**config.mk**
```make
export PLATFORM = sky130hd
export DESIGN_NAME = http_chunked_body_decoder_flat
export DESIGN_NICKNAME = d
export VERILOG_FILES = /design/src/hw/rtl/hcbd_pkg.sv /design/src/hw/rtl/hcbd_if.sv /design/src/hw/rtl/hcbd_front.sv /design/src/hw/rtl/hcbd_queue.sv /design/src/hw/rtl/hcbd_back.sv /design/src/hw/rtl/http_chunked_body_decoder.sv /design/src/flat_wrapper.sv
export SDC_FILE = /design/constraint.sdc
export NUM_CORES = 1
export LEC_CHECK = 0
export BUFFER_PORTS_ARGS = -buffer_cell sky130_fd_sc_hd__buf_2
export CORE_ASPECT_RATIO = 0.7
export CORE_UTILIZATION = 29
export DETAILED_ROUTE_END_ITERATION = 12
export GPL_TIMING_DRIVEN = 0
export MAX_ROUTING_LAYER = met4
export SLEW_MARGIN = 40
export SYNTH_ARGS = -nofsm -noshare
export SYNTH_HDL_FRONTEND = slang
export SYNTH_HIERARCHICAL = 1
export SYNTH_SLANG_ARGS = --single-unit
```
**constraint.sdc**
```tcl
create_clock -name i_clk -period 3.7 [get_ports i_clk]
set_input_delay 0.74 -clock i_clk [delete_from_list [all_inputs] [get_ports i_clk]]
set_output_delay 0.74 -clock i_clk [all_outputs]
set_load 0.02 [all_outputs]
```
**src/hw/rtl/hcbd_pkg.sv**
```systemverilog
package hcbd_pkg;

    localparam logic [1:0] ST_RUN  = 2'd0;
    localparam logic [1:0] ST_DONE = 2'd1;
    localparam logic [1:0] ST_BAD  = 2'd2;

    localparam logic [7:0] CHR_CR = 8'h0D;
    localparam logic [7:0] CHR_LF = 8'h0A;

    localparam logic [3:0] MAX_HEX_DIGITS = 4'd8;

    // Classified input byte as it travels from the front end to the engine.
    typedef struct packed {
        logic [7:0] data;
        logic       fin;
        logic       is_hex;
        logic [3:0] hex_val;
        logic       is_cr;
        logic       is_lf;
    } t_token;

endpackage

```
**src/hw/rtl/hcbd_if.sv**
```systemverilog
interface hcbd_in_if;
    logic       valid;
    logic       ready;
    logic [7:0] body_byte;
    logic       final_byte;

    modport source (output valid, output body_byte, output final_byte, input ready);
    modport sink (input valid, input body_byte, input final_byte, output ready);
endinterface

interface hcbd_out_if;
    logic       valid;
    logic       ready;
    logic       has_payload;
    logic [7:0] payload_byte;
    logic [1:0] decode_status;

    modport source (output valid, output has_payload, output payload_byte,
                    output decode_status, input ready);
    modport sink (input valid, input has_payload, input payload_byte,
                  input decode_status, output ready);
endinterface

```
**src/hw/rtl/hcbd_front.sv**
```systemverilog
module hcbd_front import hcbd_pkg::*; (
    hcbd_in_if.sink i_in,
    output logic    o_push_valid,
    input  logic    i_push_ready,
    output t_token  o_push_tok
);

    always_comb begin
        o_push_tok.data    = i_in.body_byte;
        o_push_tok.fin     = i_in.final_byte;
        o_push_tok.is_cr   = (i_in.body_byte == CHR_CR);
        o_push_tok.is_lf   = (i_in.body_byte == CHR_LF);
        o_push_tok.is_hex  = 1'b0;
        o_push_tok.hex_val = 4'd0;
        if (i_in.body_byte inside {[8'h30 : 8'h39]}) begin
            o_push_tok.is_hex  = 1'b1;
            o_push_tok.hex_val = i_in.body_byte[3:0];
        end else if (i_in.body_byte inside {[8'h41 : 8'h46], [8'h61 : 8'h66]}) begin
            o_push_tok.is_hex  = 1'b1;
            o_push_tok.hex_val = i_in.body_byte[3:0] + 4'd9;
        end
    end

    assign o_push_valid = i_in.valid;
    assign i_in.ready   = i_push_ready;

endmodule

```
**src/hw/rtl/hcbd_queue.sv**
```systemverilog
module hcbd_queue import hcbd_pkg::*; (
    input  logic   i_clk,
    input  logic   i_rst_n,
    input  logic   i_push_valid,
    output logic   o_push_ready,
    input  t_token i_push_tok,
    output logic   o_pop_valid,
    input  logic   i_pop_ready,
    output t_token o_pop_tok
);

    t_token     r_mem [2];
    logic       r_wr_ptr;
    logic       r_rd_ptr;
    logic [1:0] r_count;
    logic       push;
    logic       pop;

    assign o_push_ready = (r_count != 2'd2);
    assign o_pop_valid  = (r_count != 2'd0);
    assign o_pop_tok    = r_mem[r_rd_ptr];
    assign push         = i_push_valid && o_push_ready;
    assign pop          = o_pop_valid && i_pop_ready;

    always_ff @(posedge i_clk) begin
        if (push) begin
            r_mem[r_wr_ptr] <= i_push_tok;
        end
    end

    always_ff @(posedge i_clk) begin
        if (!i_rst_n) begin
            r_wr_ptr <= 1'b0;
            r_rd_ptr <= 1'b0;
            r_count  <= 2'd0;
        end else begin
            if (push) begin
                r_wr_ptr <= ~r_wr_ptr;
            end
            if (pop) begin
                r_rd_ptr <= ~r_rd_ptr;
            end
            if (push && !pop) begin
                r_count <= r_count + 2'd1;
            end else if (pop && !push) begin
                r_count <= r_count - 2'd1;
            end
        end
    end

endmodule

```
**src/hw/rtl/hcbd_back.sv**
```systemverilog
module hcbd_back import hcbd_pkg::*; #(
    parameter int SIZE_BITS = 31
) (
    input  logic        i_clk,
    input  logic        i_rst_n,
    input  logic        i_tok_valid,
    output logic        o_tok_ready,
    input  t_token      i_tok,
    hcbd_out_if.source  o_out
);

    localparam logic [2:0] PH_LINE_START = 3'd0;
    localparam logic [2:0] PH_LINE       = 3'd1;
    localparam logic [2:0] PH_DATA       = 3'd2;
    localparam logic [2:0] PH_DATA_CR    = 3'd3;
    localparam logic [2:0] PH_DATA_LF    = 3'd4;
    localparam logic [2:0] PH_DONE       = 3'd5;
    localparam logic [2:0] PH_BAD        = 3'd6;

    logic [2:0]           r_phase,     n_phase;
    logic [SIZE_BITS-1:0] r_accum,     n_accum;
    logic [SIZE_BITS-1:0] r_left,      n_left;
    logic [3:0]           r_hex_count, n_hex_count;
    logic                 r_closed,    n_closed;
    logic                 r_saw_cr,    n_saw_cr;
    logic                 r_out_valid;
    logic                 r_has,       n_has;
    logic [7:0]           r_pay,       n_pay;
    logic [1:0]           r_status,    n_status;
    logic [2:0]           work_phase;
    logic                 pop;

    assign o_tok_ready = !r_out_valid || o_out.ready;
    assign pop         = i_tok_valid && o_tok_ready;

    always_comb begin
        work_phase  = (r_phase == PH_LINE_START) ? PH_LINE : r_phase;
        n_phase     = work_phase;
        n_accum     = r_accum;
        n_left      = r_left;
        n_hex_count = r_hex_count;
        n_closed    = r_closed;
        n_saw_cr    = r_saw_cr;
        n_has       = 1'b0;
        n_pay       = 8'd0;

        case (work_phase)
            PH_LINE: begin
                if (r_saw_cr && i_tok.is_lf) begin
                    if (r_accum == '0) begin
                        n_phase = PH_DONE;
                    end else begin
                        n_left  = r_accum;
                        n_phase = PH_DATA;
                    end
                    n_accum     = '0;
                    n_hex_count = 4'd0;
                    n_closed    = 1'b0;
                    n_saw_cr    = 1'b0;
                end else begin
                    n_saw_cr = i_tok.is_cr;
                    if (!r_closed) begin
                        if (!i_tok.is_hex) begin
                            n_closed = 1'b1;
                        end else if (r_hex_count == MAX_HEX_DIGITS
                                     || r_accum[SIZE_BITS-1 -: 4] != 4'd0) begin
                            n_phase = PH_BAD;
                        end else begin
                            n_accum     = {r_accum[SIZE_BITS-5:0], i_tok.hex_val};
                            n_hex_count = r_hex_count + 4'd1;
                        end
                    end
                end
            end
            PH_DATA: begin
                n_has = 1'b1;
                n_pay = i_tok.data;
                if (r_left != '0) begin
                    n_left = r_left - {{(SIZE_BITS-1){1'b0}}, 1'b1};
                end
                if (n_left == '0) begin
                    n_phase = PH_DATA_CR;
                end
            end
            PH_DATA_CR: begin
                n_phase = i_tok.is_cr ? PH_DATA_LF : PH_BAD;
            end
            PH_DATA_LF: begin
                if (i_tok.is_lf) begin
                    n_phase     = PH_LINE_START;
                    n_accum     = '0;
                    n_hex_count = 4'd0;
                    n_closed    = 1'b0;
                    n_saw_cr    = 1'b0;
                end else begin
                    n_phase = PH_BAD;
                end
            end
            PH_DONE: begin
                n_phase = PH_DONE;
            end
            default: begin
                n_phase = PH_BAD;
            end
        endcase

        if (n_phase == PH_DONE) begin
            n_status = ST_DONE;
        end else if (n_phase == PH_BAD) begin
            n_status = ST_BAD;
        end else begin
            n_status = ST_RUN;
        end

        // The final byte settles the outcome and rearms the decoder.
        if (i_tok.fin) begin
            n_status    = (n_phase == PH_DONE || n_phase == PH_LINE_START) ? ST_DONE : ST_BAD;
            n_phase     = PH_LINE_START;
            n_left      = '0;
            n_accum     = '0;
            n_hex_count = 4'd0;
            n_closed    = 1'b0;
            n_saw_cr    = 1'b0;
        end
    end

    always_ff @(posedge i_clk) begin
        if (!i_rst_n) begin
            r_phase     <= PH_LINE_START;
            r_accum     <= '0;
            r_left      <= '0;
            r_hex_count <= 4'd0;
            r_closed    <= 1'b0;
            r_saw_cr    <= 1'b0;
            r_out_valid <= 1'b0;
        end else begin
            if (pop) begin
                r_phase     <= n_phase;
                r_accum     <= n_accum;
                r_left      <= n_left;
                r_hex_count <= n_hex_count;
                r_closed    <= n_closed;
                r_saw_cr    <= n_saw_cr;
                r_out_valid <= 1'b1;
            end else if (o_out.ready) begin
                r_out_valid <= 1'b0;
            end
        end
    end

    always_ff @(posedge i_clk) begin
        if (pop) begin
            r_has    <= n_has;
            r_pay    <= n_pay;
            r_status <= n_status;
        end
    end

    assign o_out.valid         = r_out_valid;
    assign o_out.has_payload   = r_has;
    assign o_out.payload_byte  = r_pay;
    assign o_out.decode_status = r_status;

`ifndef NO_ASSERTIONS
    a_pay_zero_without_data: assert property (@(posedge i_clk) disable iff (!i_rst_n)
        r_out_valid && !r_has |-> r_pay == 8'd0)
        else $error("payload byte nonzero without payload");

    a_data_has_count: assert property (@(posedge i_clk) disable iff (!i_rst_n)
        r_phase == PH_DATA |-> r_left != '0)
        else $error("data phase with no bytes left");

    a_final_rearms: assert property (@(posedge i_clk) disable iff (!i_rst_n)
        pop && i_tok.fin |=> r_phase == PH_LINE_START && r_left == '0 && r_accum == '0)
        else $error("final byte did not rearm the decoder");

    a_digit_limit: assert property (@(posedge i_clk) disable iff (!i_rst_n)
        r_hex_count <= MAX_HEX_DIGITS)
        else $error("too many size digits counted");

    a_status_code: assert property (@(posedge i_clk) disable iff (!i_rst_n)
        r_out_valid |-> r_status == ST_RUN || r_status == ST_DONE || r_status == ST_BAD)
        else $error("undefined status code");
`endif

endmodule

```
**src/hw/rtl/http_chunked_body_decoder.sv**
```systemverilog
// Chunked HTTP body decoder.
// Input channel i_in carries one body byte per transfer, with final_byte set
// on the last byte of a body. Output channel o_out returns exactly one result
// per input transfer: has_payload with payload_byte for decoded data bytes,
// and decode_status (running, finished cleanly, or malformed).
// A byte accepted on i_in is written into the two-entry queue, taken from
// there by the engine, and its result is registered in the output register.
// Throughput is one byte per cycle while o_out.ready stays high, set by the
// engine updating its size accumulator and remaining-byte counter per byte.
// The byte that carries final_byte reports the outcome of the whole body
// and returns the decoder to the start of a size line for the next body.
// Reset clears the two-entry queue, the decoder state and the output
// register. When the receiver holds o_out.ready low, the result stays in
// the output register, the queue absorbs up to two more bytes, and then
// i_in.ready falls until the receiver takes the result.
module http_chunked_body_decoder import hcbd_pkg::*; #(
    parameter int SIZE_BITS = 31
) (
    input  logic        i_clk,
    input  logic        i_rst_n,
    hcbd_in_if.sink     i_in,
    hcbd_out_if.source  o_out
);

    logic   push_valid;
    logic   push_ready;
    t_token push_tok;
    logic   pop_valid;
    logic   pop_ready;
    t_token pop_tok;

    hcbd_front u_front (
        .i_in         (i_in),
        .o_push_valid (push_valid),
        .i_push_ready (push_ready),
        .o_push_tok   (push_tok)
    );

    hcbd_queue u_queue (
        .i_clk        (i_clk),
        .i_rst_n      (i_rst_n),
        .i_push_valid (push_valid),
        .o_push_ready (push_ready),
        .i_push_tok   (push_tok),
        .o_pop_valid  (pop_valid),
        .i_pop_ready  (pop_ready),
        .o_pop_tok    (pop_tok)
    );

    hcbd_back #(
        .SIZE_BITS (SIZE_BITS)
    ) u_back (
        .i_clk       (i_clk),
        .i_rst_n     (i_rst_n),
        .i_tok_valid (pop_valid),
        .o_tok_ready (pop_ready),
        .i_tok       (pop_tok),
        .o_out       (o_out)
    );

endmodule
```
**src/flat_wrapper.sv**
```systemverilog
// flat-port wrapper written by rule: the top's interface ports become plain ports
module http_chunked_body_decoder_flat import hcbd_pkg::*;
#(
    parameter int SIZE_BITS = 31
)
  (i_clk, i_rst_n, i_in_valid, i_in_body_byte, i_in_final_byte, i_in_ready, o_out_valid, o_out_has_payload, o_out_payload_byte, o_out_decode_status, o_out_ready);
  hcbd_in_if i_in_i ();
  hcbd_out_if o_out_i ();
  input  logic i_clk;
  input  logic i_rst_n;
  input wire logic [$bits(i_in_i.valid)-1:0] i_in_valid;
  input wire logic [$bits(i_in_i.body_byte)-1:0] i_in_body_byte;
  input wire logic [$bits(i_in_i.final_byte)-1:0] i_in_final_byte;
  output wire logic [$bits(i_in_i.ready)-1:0] i_in_ready;
  output wire logic [$bits(o_out_i.valid)-1:0] o_out_valid;
  output wire logic [$bits(o_out_i.has_payload)-1:0] o_out_has_payload;
  output wire logic [$bits(o_out_i.payload_byte)-1:0] o_out_payload_byte;
  output wire logic [$bits(o_out_i.decode_status)-1:0] o_out_decode_status;
  input wire logic [$bits(o_out_i.ready)-1:0] o_out_ready;
  assign i_in_i.valid = i_in_valid;
  assign i_in_i.body_byte = i_in_body_byte;
  assign i_in_i.final_byte = i_in_final_byte;
  assign i_in_ready = i_in_i.ready;
  assign o_out_valid = o_out_i.valid;
  assign o_out_has_payload = o_out_i.has_payload;
  assign o_out_payload_byte = o_out_i.payload_byte;
  assign o_out_decode_status = o_out_i.decode_status;
  assign o_out_i.ready = o_out_ready;
  http_chunked_body_decoder #(.SIZE_BITS(SIZE_BITS)) u_core (.i_clk(i_clk), .i_rst_n(i_rst_n), .i_in(i_in_i), .o_out(o_out_i));
endmodule
```
Word-level counts from Yosys, hierarchy flattened

Memories as Yosys holds them, arrays and structs flattened. A register that Yosys moved wholly into a read port is not among the register bits.
Cells that the tools add are included.
Widths: inputs -> output; s select.

$add $sub $neg: 5
Equal/unequal tests: 17
Muxes and demuxes: 55
Reductions and logical operators: 29
Magnitude comparators: 6
Bitwise logic cells: 2

Operators by type and width:

| cell                  | number |
|---|---|
| $mux 31               | 11 |
| $pmux 31 s2           | 2 |
| $logic_not 31->1      | 2 |
| $reduce_bool 31->1    | 1 |
| $sub 31x1->31 const B | 1 |
| $mux 3                | 9 |
| $mux 4                | 6 |
| $eq 8x4->1 const B    | 2 |
| $ge 8x7->1 const B    | 2 |
| $le 8x7->1 const B    | 2 |
| $pmux 3 s5            | 1 |
| $mux 1                | 14 |
| $mux 2                | 7 |
| $eq 3x3->1 const B    | 4 |
| $ne 4x3->1 const B    | 3 |
| $mux 5                | 2 |
| $ne 3x2->1 const B    | 3 |
| $ge 8x6->1 const B    | 1 |
| $le 8x6->1 const B    | 1 |
| $logic_and 1x1->1     | 8 |
| $pmux 4 s2            | 1 |
| $reduce_bool 2->1     | 4 |
| $eq 3x2->1 const B    | 2 |
| $logic_not 3->1       | 2 |
| other kinds (16)      | 23 |

Memories: 1
RAM bits: 32
Output and inout port bits: 13
Flip-flop bits (word level): 87
Logic and storage cells: 128
Bits of input ports: 13

Memory list:

| memory               | depth | width | rd ports | clocked after memory_dff | wr ports | line             | source |
|---|---|---|---|---|---|---|---|
| u_core.u_queue.r_mem | 2     | 16    | 1        | 1                        | 1        | hcbd_queue.sv:12 | `t_token r_mem [2];` |

Longest topological paths before layout

Depth after elaboration: 11
Mapped depth: 11
Gate-level depth less buffers: 10

Cells and area by module

Netlist, hierarchy kept.

Modules (own cells, without submodules):

| module     | times used | area each (um2) | cells each | sequential area each (um2) |
|---|---|---|---|---|
| hcbd_back  | 1          | 4674.5          | 582        | 1771.7 |
| hcbd_queue | 1          | 1393.8          | 74         | 1061.0 |
| hcbd_front | 1          | 317.8           | 38         | 0.0 |

Worst setup path after synthesis

Ideal clock, no wire load.

Kind: flip-flop to flip-flop
Start: register u_core.u_back.r_left[2]
End: register u_core.u_back.r_status[0], in the netlist u_core/u_back/o_out.decode_status[0], data pin
Data arrival time: 2.738 ns
Required time: 3.439 ns
Library setup time: 0.261 ns
Path slack: 0.701 ns
Cell stages (with the launch flop): 10
Buffers on the path: 1
Clock period less this slack: 2.999 ns
Cells stage by stage: dfxtp_1 -> or3_4 -> or4_4 -> buf_6 -> nor4_4 -> o2111ai_1 -> or4b_1 -> nor4_2 -> a21o_1 -> mux2i_1

Word-level cells in the longest chain between the ends: 10
Elaborated cells between the ends (all ways): 13
Those cells by class: add/sub (1); eq/ne (1); mux (7); reduce/logical (4)

Ends and longest elaborated chain:

| element                                                    | line                               | source |
|---|---|---|
| start, declared                                            | hcbd_back.sv:22                    | `logic [SIZE_BITS-1:0] r_left, n_left;` |
| start signal, assigned                                     | hcbd_back.sv:140                   | `r_left <= n_left;` |
| $sub 31x1->31 / $reduce_bool 31->1 (equally long branches) | hcbd_back.sv:79, hcbd_back.sv:78   |  |
| $mux 31 *                                                  | hcbd_back.sv:78                    | `if (r_left != '0) begin` |
| $mux 31 *                                                  | hcbd_back.sv:47                    | `case (work_phase)` |
| $logic_not 31->1 *                                         | hcbd_back.sv:81                    | `if (n_left == '0) begin` |
| $mux 3 *                                                   | hcbd_back.sv:81                    |  |
| $pmux 3 s5 *                                               | hcbd_back.sv:47                    |  |
| $eq 3x3->1 / $logic_not 3->1 (equally long branches)       | hcbd_back.sv:107, hcbd_back.sv:117 |  |
| $logic_or 1x1->1                                           | hcbd_back.sv:117                   | `n_status = (n_phase == PH_DONE \|\| n_phase == PH_LINE_START) ? ST_DONE : ST_BAD;` |
| $mux 2                                                     | hcbd_back.sv:117                   |  |
| $mux 2 *                                                   | hcbd_back.sv:116                   | `if (i_tok.fin) begin` |
| via u_core.u_back.n_status[0]                              | hcbd_back.sv:29                    | `logic [1:0] r_status, n_status;` |
| end signal, assigned                                       | hcbd_back.sv:155                   | `r_status <= n_status;` |
| end, declared                                              | hcbd_back.sv:29                    |  |

Mark *: on every way through the listed nets, which the timed path passes. The rest lies on a longest branch. The select of a mux whose other input is x is not followed.
A chain may end at the register's enable or synchronous reset.

==> metrics.md <==
| Metric | Value |
|---|---|
| CTS tree | `built` |
| Hold buffers post-CTS | `0` |
| GRT Util Overall | `~17%` |
| Reg clk slew, reported paths | `60 ps` |
| Tmin final | `3630 ps` |
| Global-route wire length before repair | `about 29000 um` |
| PostCTS Resize Cnt | `0` |
| Post-route antenna net violation count | `0` |
| DRC violations left | `0` |
| Die Wd | `179 um` |
| Routed length per instance | `18.0 um` |
| Final Instance Area | `0.00750 mm^2` |
| Tcrit/Tclk final | `98.1%` |
| Worst VDD drop | `around 0.35 mV` |
| Via count | `5460` |
| DRT iter0 DRCs | `640` |
| Synth cell types | `69` |
| Fmax | `275 MHz` |
| PD cells | `598 mW/mm^2` |
| Sink Count | `120` |
| Most common cell after layout, fill and taps aside | `nor2_1` |
| Die Y | `between 100 and 150 um` |
| Ant diodes | `0` |
| Post-place setup slack | `-158 ps` |
| Finished Core Util | `34.7%` |
| Worst slew margin | `44.9%` |
| Initial Util | `29.5%` |
| Endpoints failing setup | `0` |
| Ys flop type | `dfxtp_1` |
| Run status | `finished, final reports clean` |
| Total CTS buffers | `17` |
| Post-synth EDFFs | `43` |
| Ports | `26` |
| Syn_nets | `716` |
| Area delta synth->final | `17.4%` |
| Slew @ Worst Pin | `approximately 800 ps` |
| RSZ-0062 raised after global routing | `false` |
| Finished Layout Cells | `1031` |
| R2r setup slk | `70 ps` |
| Share of cells above drive strength 1 | `15.5%` |
| Final Hold Violating Endpoints | `0` |
| Placed Cells | `999` |
| Nets | `758` |
| Worst endpoint data arrival time | `3990 ps` |
| Setup ws final | `68.7 ps` |
| Yosys warns | `6` |
| Rows | `between 40 and 50` |
| Largest net degree at the start of global routing | `17` |
| Reg2reg path depth | `10` |
| Dpl hpwl | `13600 um` |
| Critical path endpoint category | `flop` |
| Cells after synthesis | `694` |
| Number of global-route vias before repair | `around 4900` |
| Total wire length | `18600 um` |
| Commonest cells after routing, fill and taps aside | `nor2_1 (80), dfxtp_1 (77), nand2_1 (49)` |
| Worst min path class | `reg -> reg` |
| Yosys reg bits | `120` |
| CTS Buffer Depth | `2` |
| Setup TNS | `0 ps` |
| Synthesized cell area | `roughly 0.0064 mm^2` |
| Via density | `5.30` |
| Slew Limit Fails | `0` |
| Post-synthesis async set-or-reset flop share | `0%` |
| Global placement routability congestion | `around 1` |
| Leak Pwr | `2.96 nW` |
| Grt ovf | `0` |
| Buffers on Ports | `23` |
| Cell Area, Placed | `0.00686 mm^2` |
| Crit Path Max Fanout | `10` |
| Worst-Skew Late Latency | `~420 ps` |
| Startpoint types | `flop` |
| Register area share after synthesis | `44.4%` |
| DRT Pass-1 Iters | `7` |
| H-tree depth | `4` |
| Req. time, crit path | `4060 ps` |
| Placeable core area | `0.0216 mm^2` |
| Max_cap viols | `0` |
| Post-CTS setup buffer count | `0` |
| Mean Syn Cell Area | `9.20 um^2` |
| Hold path cells | `2` |
| CTS root buf | `clkbuf_16` |
| Die area | `roughly 0.023 mm^2` |
| Skew final | `approximately 13 ps` |
| Crit Path Class | `reg -> reg` |
| Initial antenna violation count | `0` |
-- Yosys cell counts (3+ instances only) --
cell,n,area (um^2)
nand2_1,49,184
a21oi_1,25,125
xor2_1,5,43.8
buf_2,5,25.0
a21boi_1,6,45.0
buf_4,11,82.6
dfxtp_1,77,1540
a21boi_0,5,37.5
nand4_1,5,31.3
nor2b_1,16,100
o21ai_0,27,135
inv_1,15,56.3
nor4_1,18,113
or2_2,3,18.8
nand3_1,12,60.1
o21ai_1,24,120
a31oi_1,4,25.0
nor3_1,23,115
nand3b_1,5,37.5
a22oi_1,10,75.1
xnor2_1,11,96.3
a211oi_1,4,30.0
a311oi_1,3,26.3
mux2i_1,37,370
and2_1,28,175
nor2_1,80,300
and3_1,4,25.0
nand2b_1,6,37.5
clkbuf_1,32,120
or3_1,9,56.3
mux2_2,16,180
edfxtp_1,43,1290
ha_1,9,113
o211ai_1,5,37.5
a32o_1,4,40.0
o31ai_1,16,120
-- through the flow --
stage,power (mW),hold slack (ps)
floorplan,2.49,441
global placement,2.85,450
detailed placement,2.84,465
CTS,4.50,477
global route,4.67,488
finish,4.48,472
-- cell families (layout without fill, tap and decap cells) --
logic type / after synthesis / after routing / share of synthesized area [%]
XOR/XNOR: 16 / 16 / 2.19
AO/OA/AOI/OAI: 151 / 151 / 15.2
AND/OR/NAND/NOR: 277 / 277 / 22.9
flip-flops: 120 / 120 / 44.4
adder cells (fa/ha/maj): 9 / 9 / 1.76
multiplexers: 54 / 54 / 8.86
buffers and inverters: 67 / 122 / 4.80
-- worst max-delay path, stage by stage (launching register included) --
cell	delay, ps
dfxtp_1	300
buf_2	220
buf_2	320
mux2_2	410
clkbuf_1	340
o21ai_0	490
clkbuf_1	520
clkbuf_1	550
o21ai_1	180
o21ai_1	110
and2_1	130
-- cell type report --
type / instances / area, um^2
Fill cell: 2255 / 14100
Multi-Input combinational cell: 507 / 3280
Sequential cell: 120 / 2830
Clock buffer: 25 / 549
Tap cell: 282 / 353
Buffer: 51 / 251
Timing Repair Buffer: 23 / 115
Inverter: 16 / 60.1
Clock inverter: 7 / 52.6
-- state kept, by name, indices dropped and copies added (netlist names), 2 cells and up, named ones only --
name,flops
u_core/u_queue/r_mem,32
u_core/u_back/r_accum,31
u_core/u_back/r_left,31
u_core/u_back/o_out.payload_byte,8
u_core/u_back/r_hex_count,4
u_core/u_back/r_phase,3
u_core/u_back/o_out.decode_status,2
u_core/u_queue/r_count,2
-- per-layer routing --
layer,part of all wire (%),track usage [%]
met1,51,25.9
met4,1.5,4.79
met3,10,6.64
met2,37,21.1
met5,0,-
-- final timing paths --
kind,startpoint,end
setup / recovery,flop,u_core/u_back/r_left[9]$_SDFFE_PN0P_
hold / removal,u_core/u_back/r_closed$_SDFFE_PN0P_,u_core/u_back/r_closed$_SDFFE_PN0P_
setup reg to reg,flop,u_core/u_back/r_left[9]$_SDFFE_PN0P_
hold reg to reg,u_core/u_back/r_closed$_SDFFE_PN0P_,u_core/u_back/r_closed$_SDFFE_PN0P_
-- power by group --
group          leakage (nW)  internal [mW]  switching, mW  total (mW)
Sequential             1.03           1.55         0.0816        1.63
Clock                 0.295           1.03          0.612        1.65
Combinational          1.63          0.436          0.772        1.21
Total                  2.96           3.02           1.47        4.48
No activity file was read; power rests on OpenSTA's default activity.
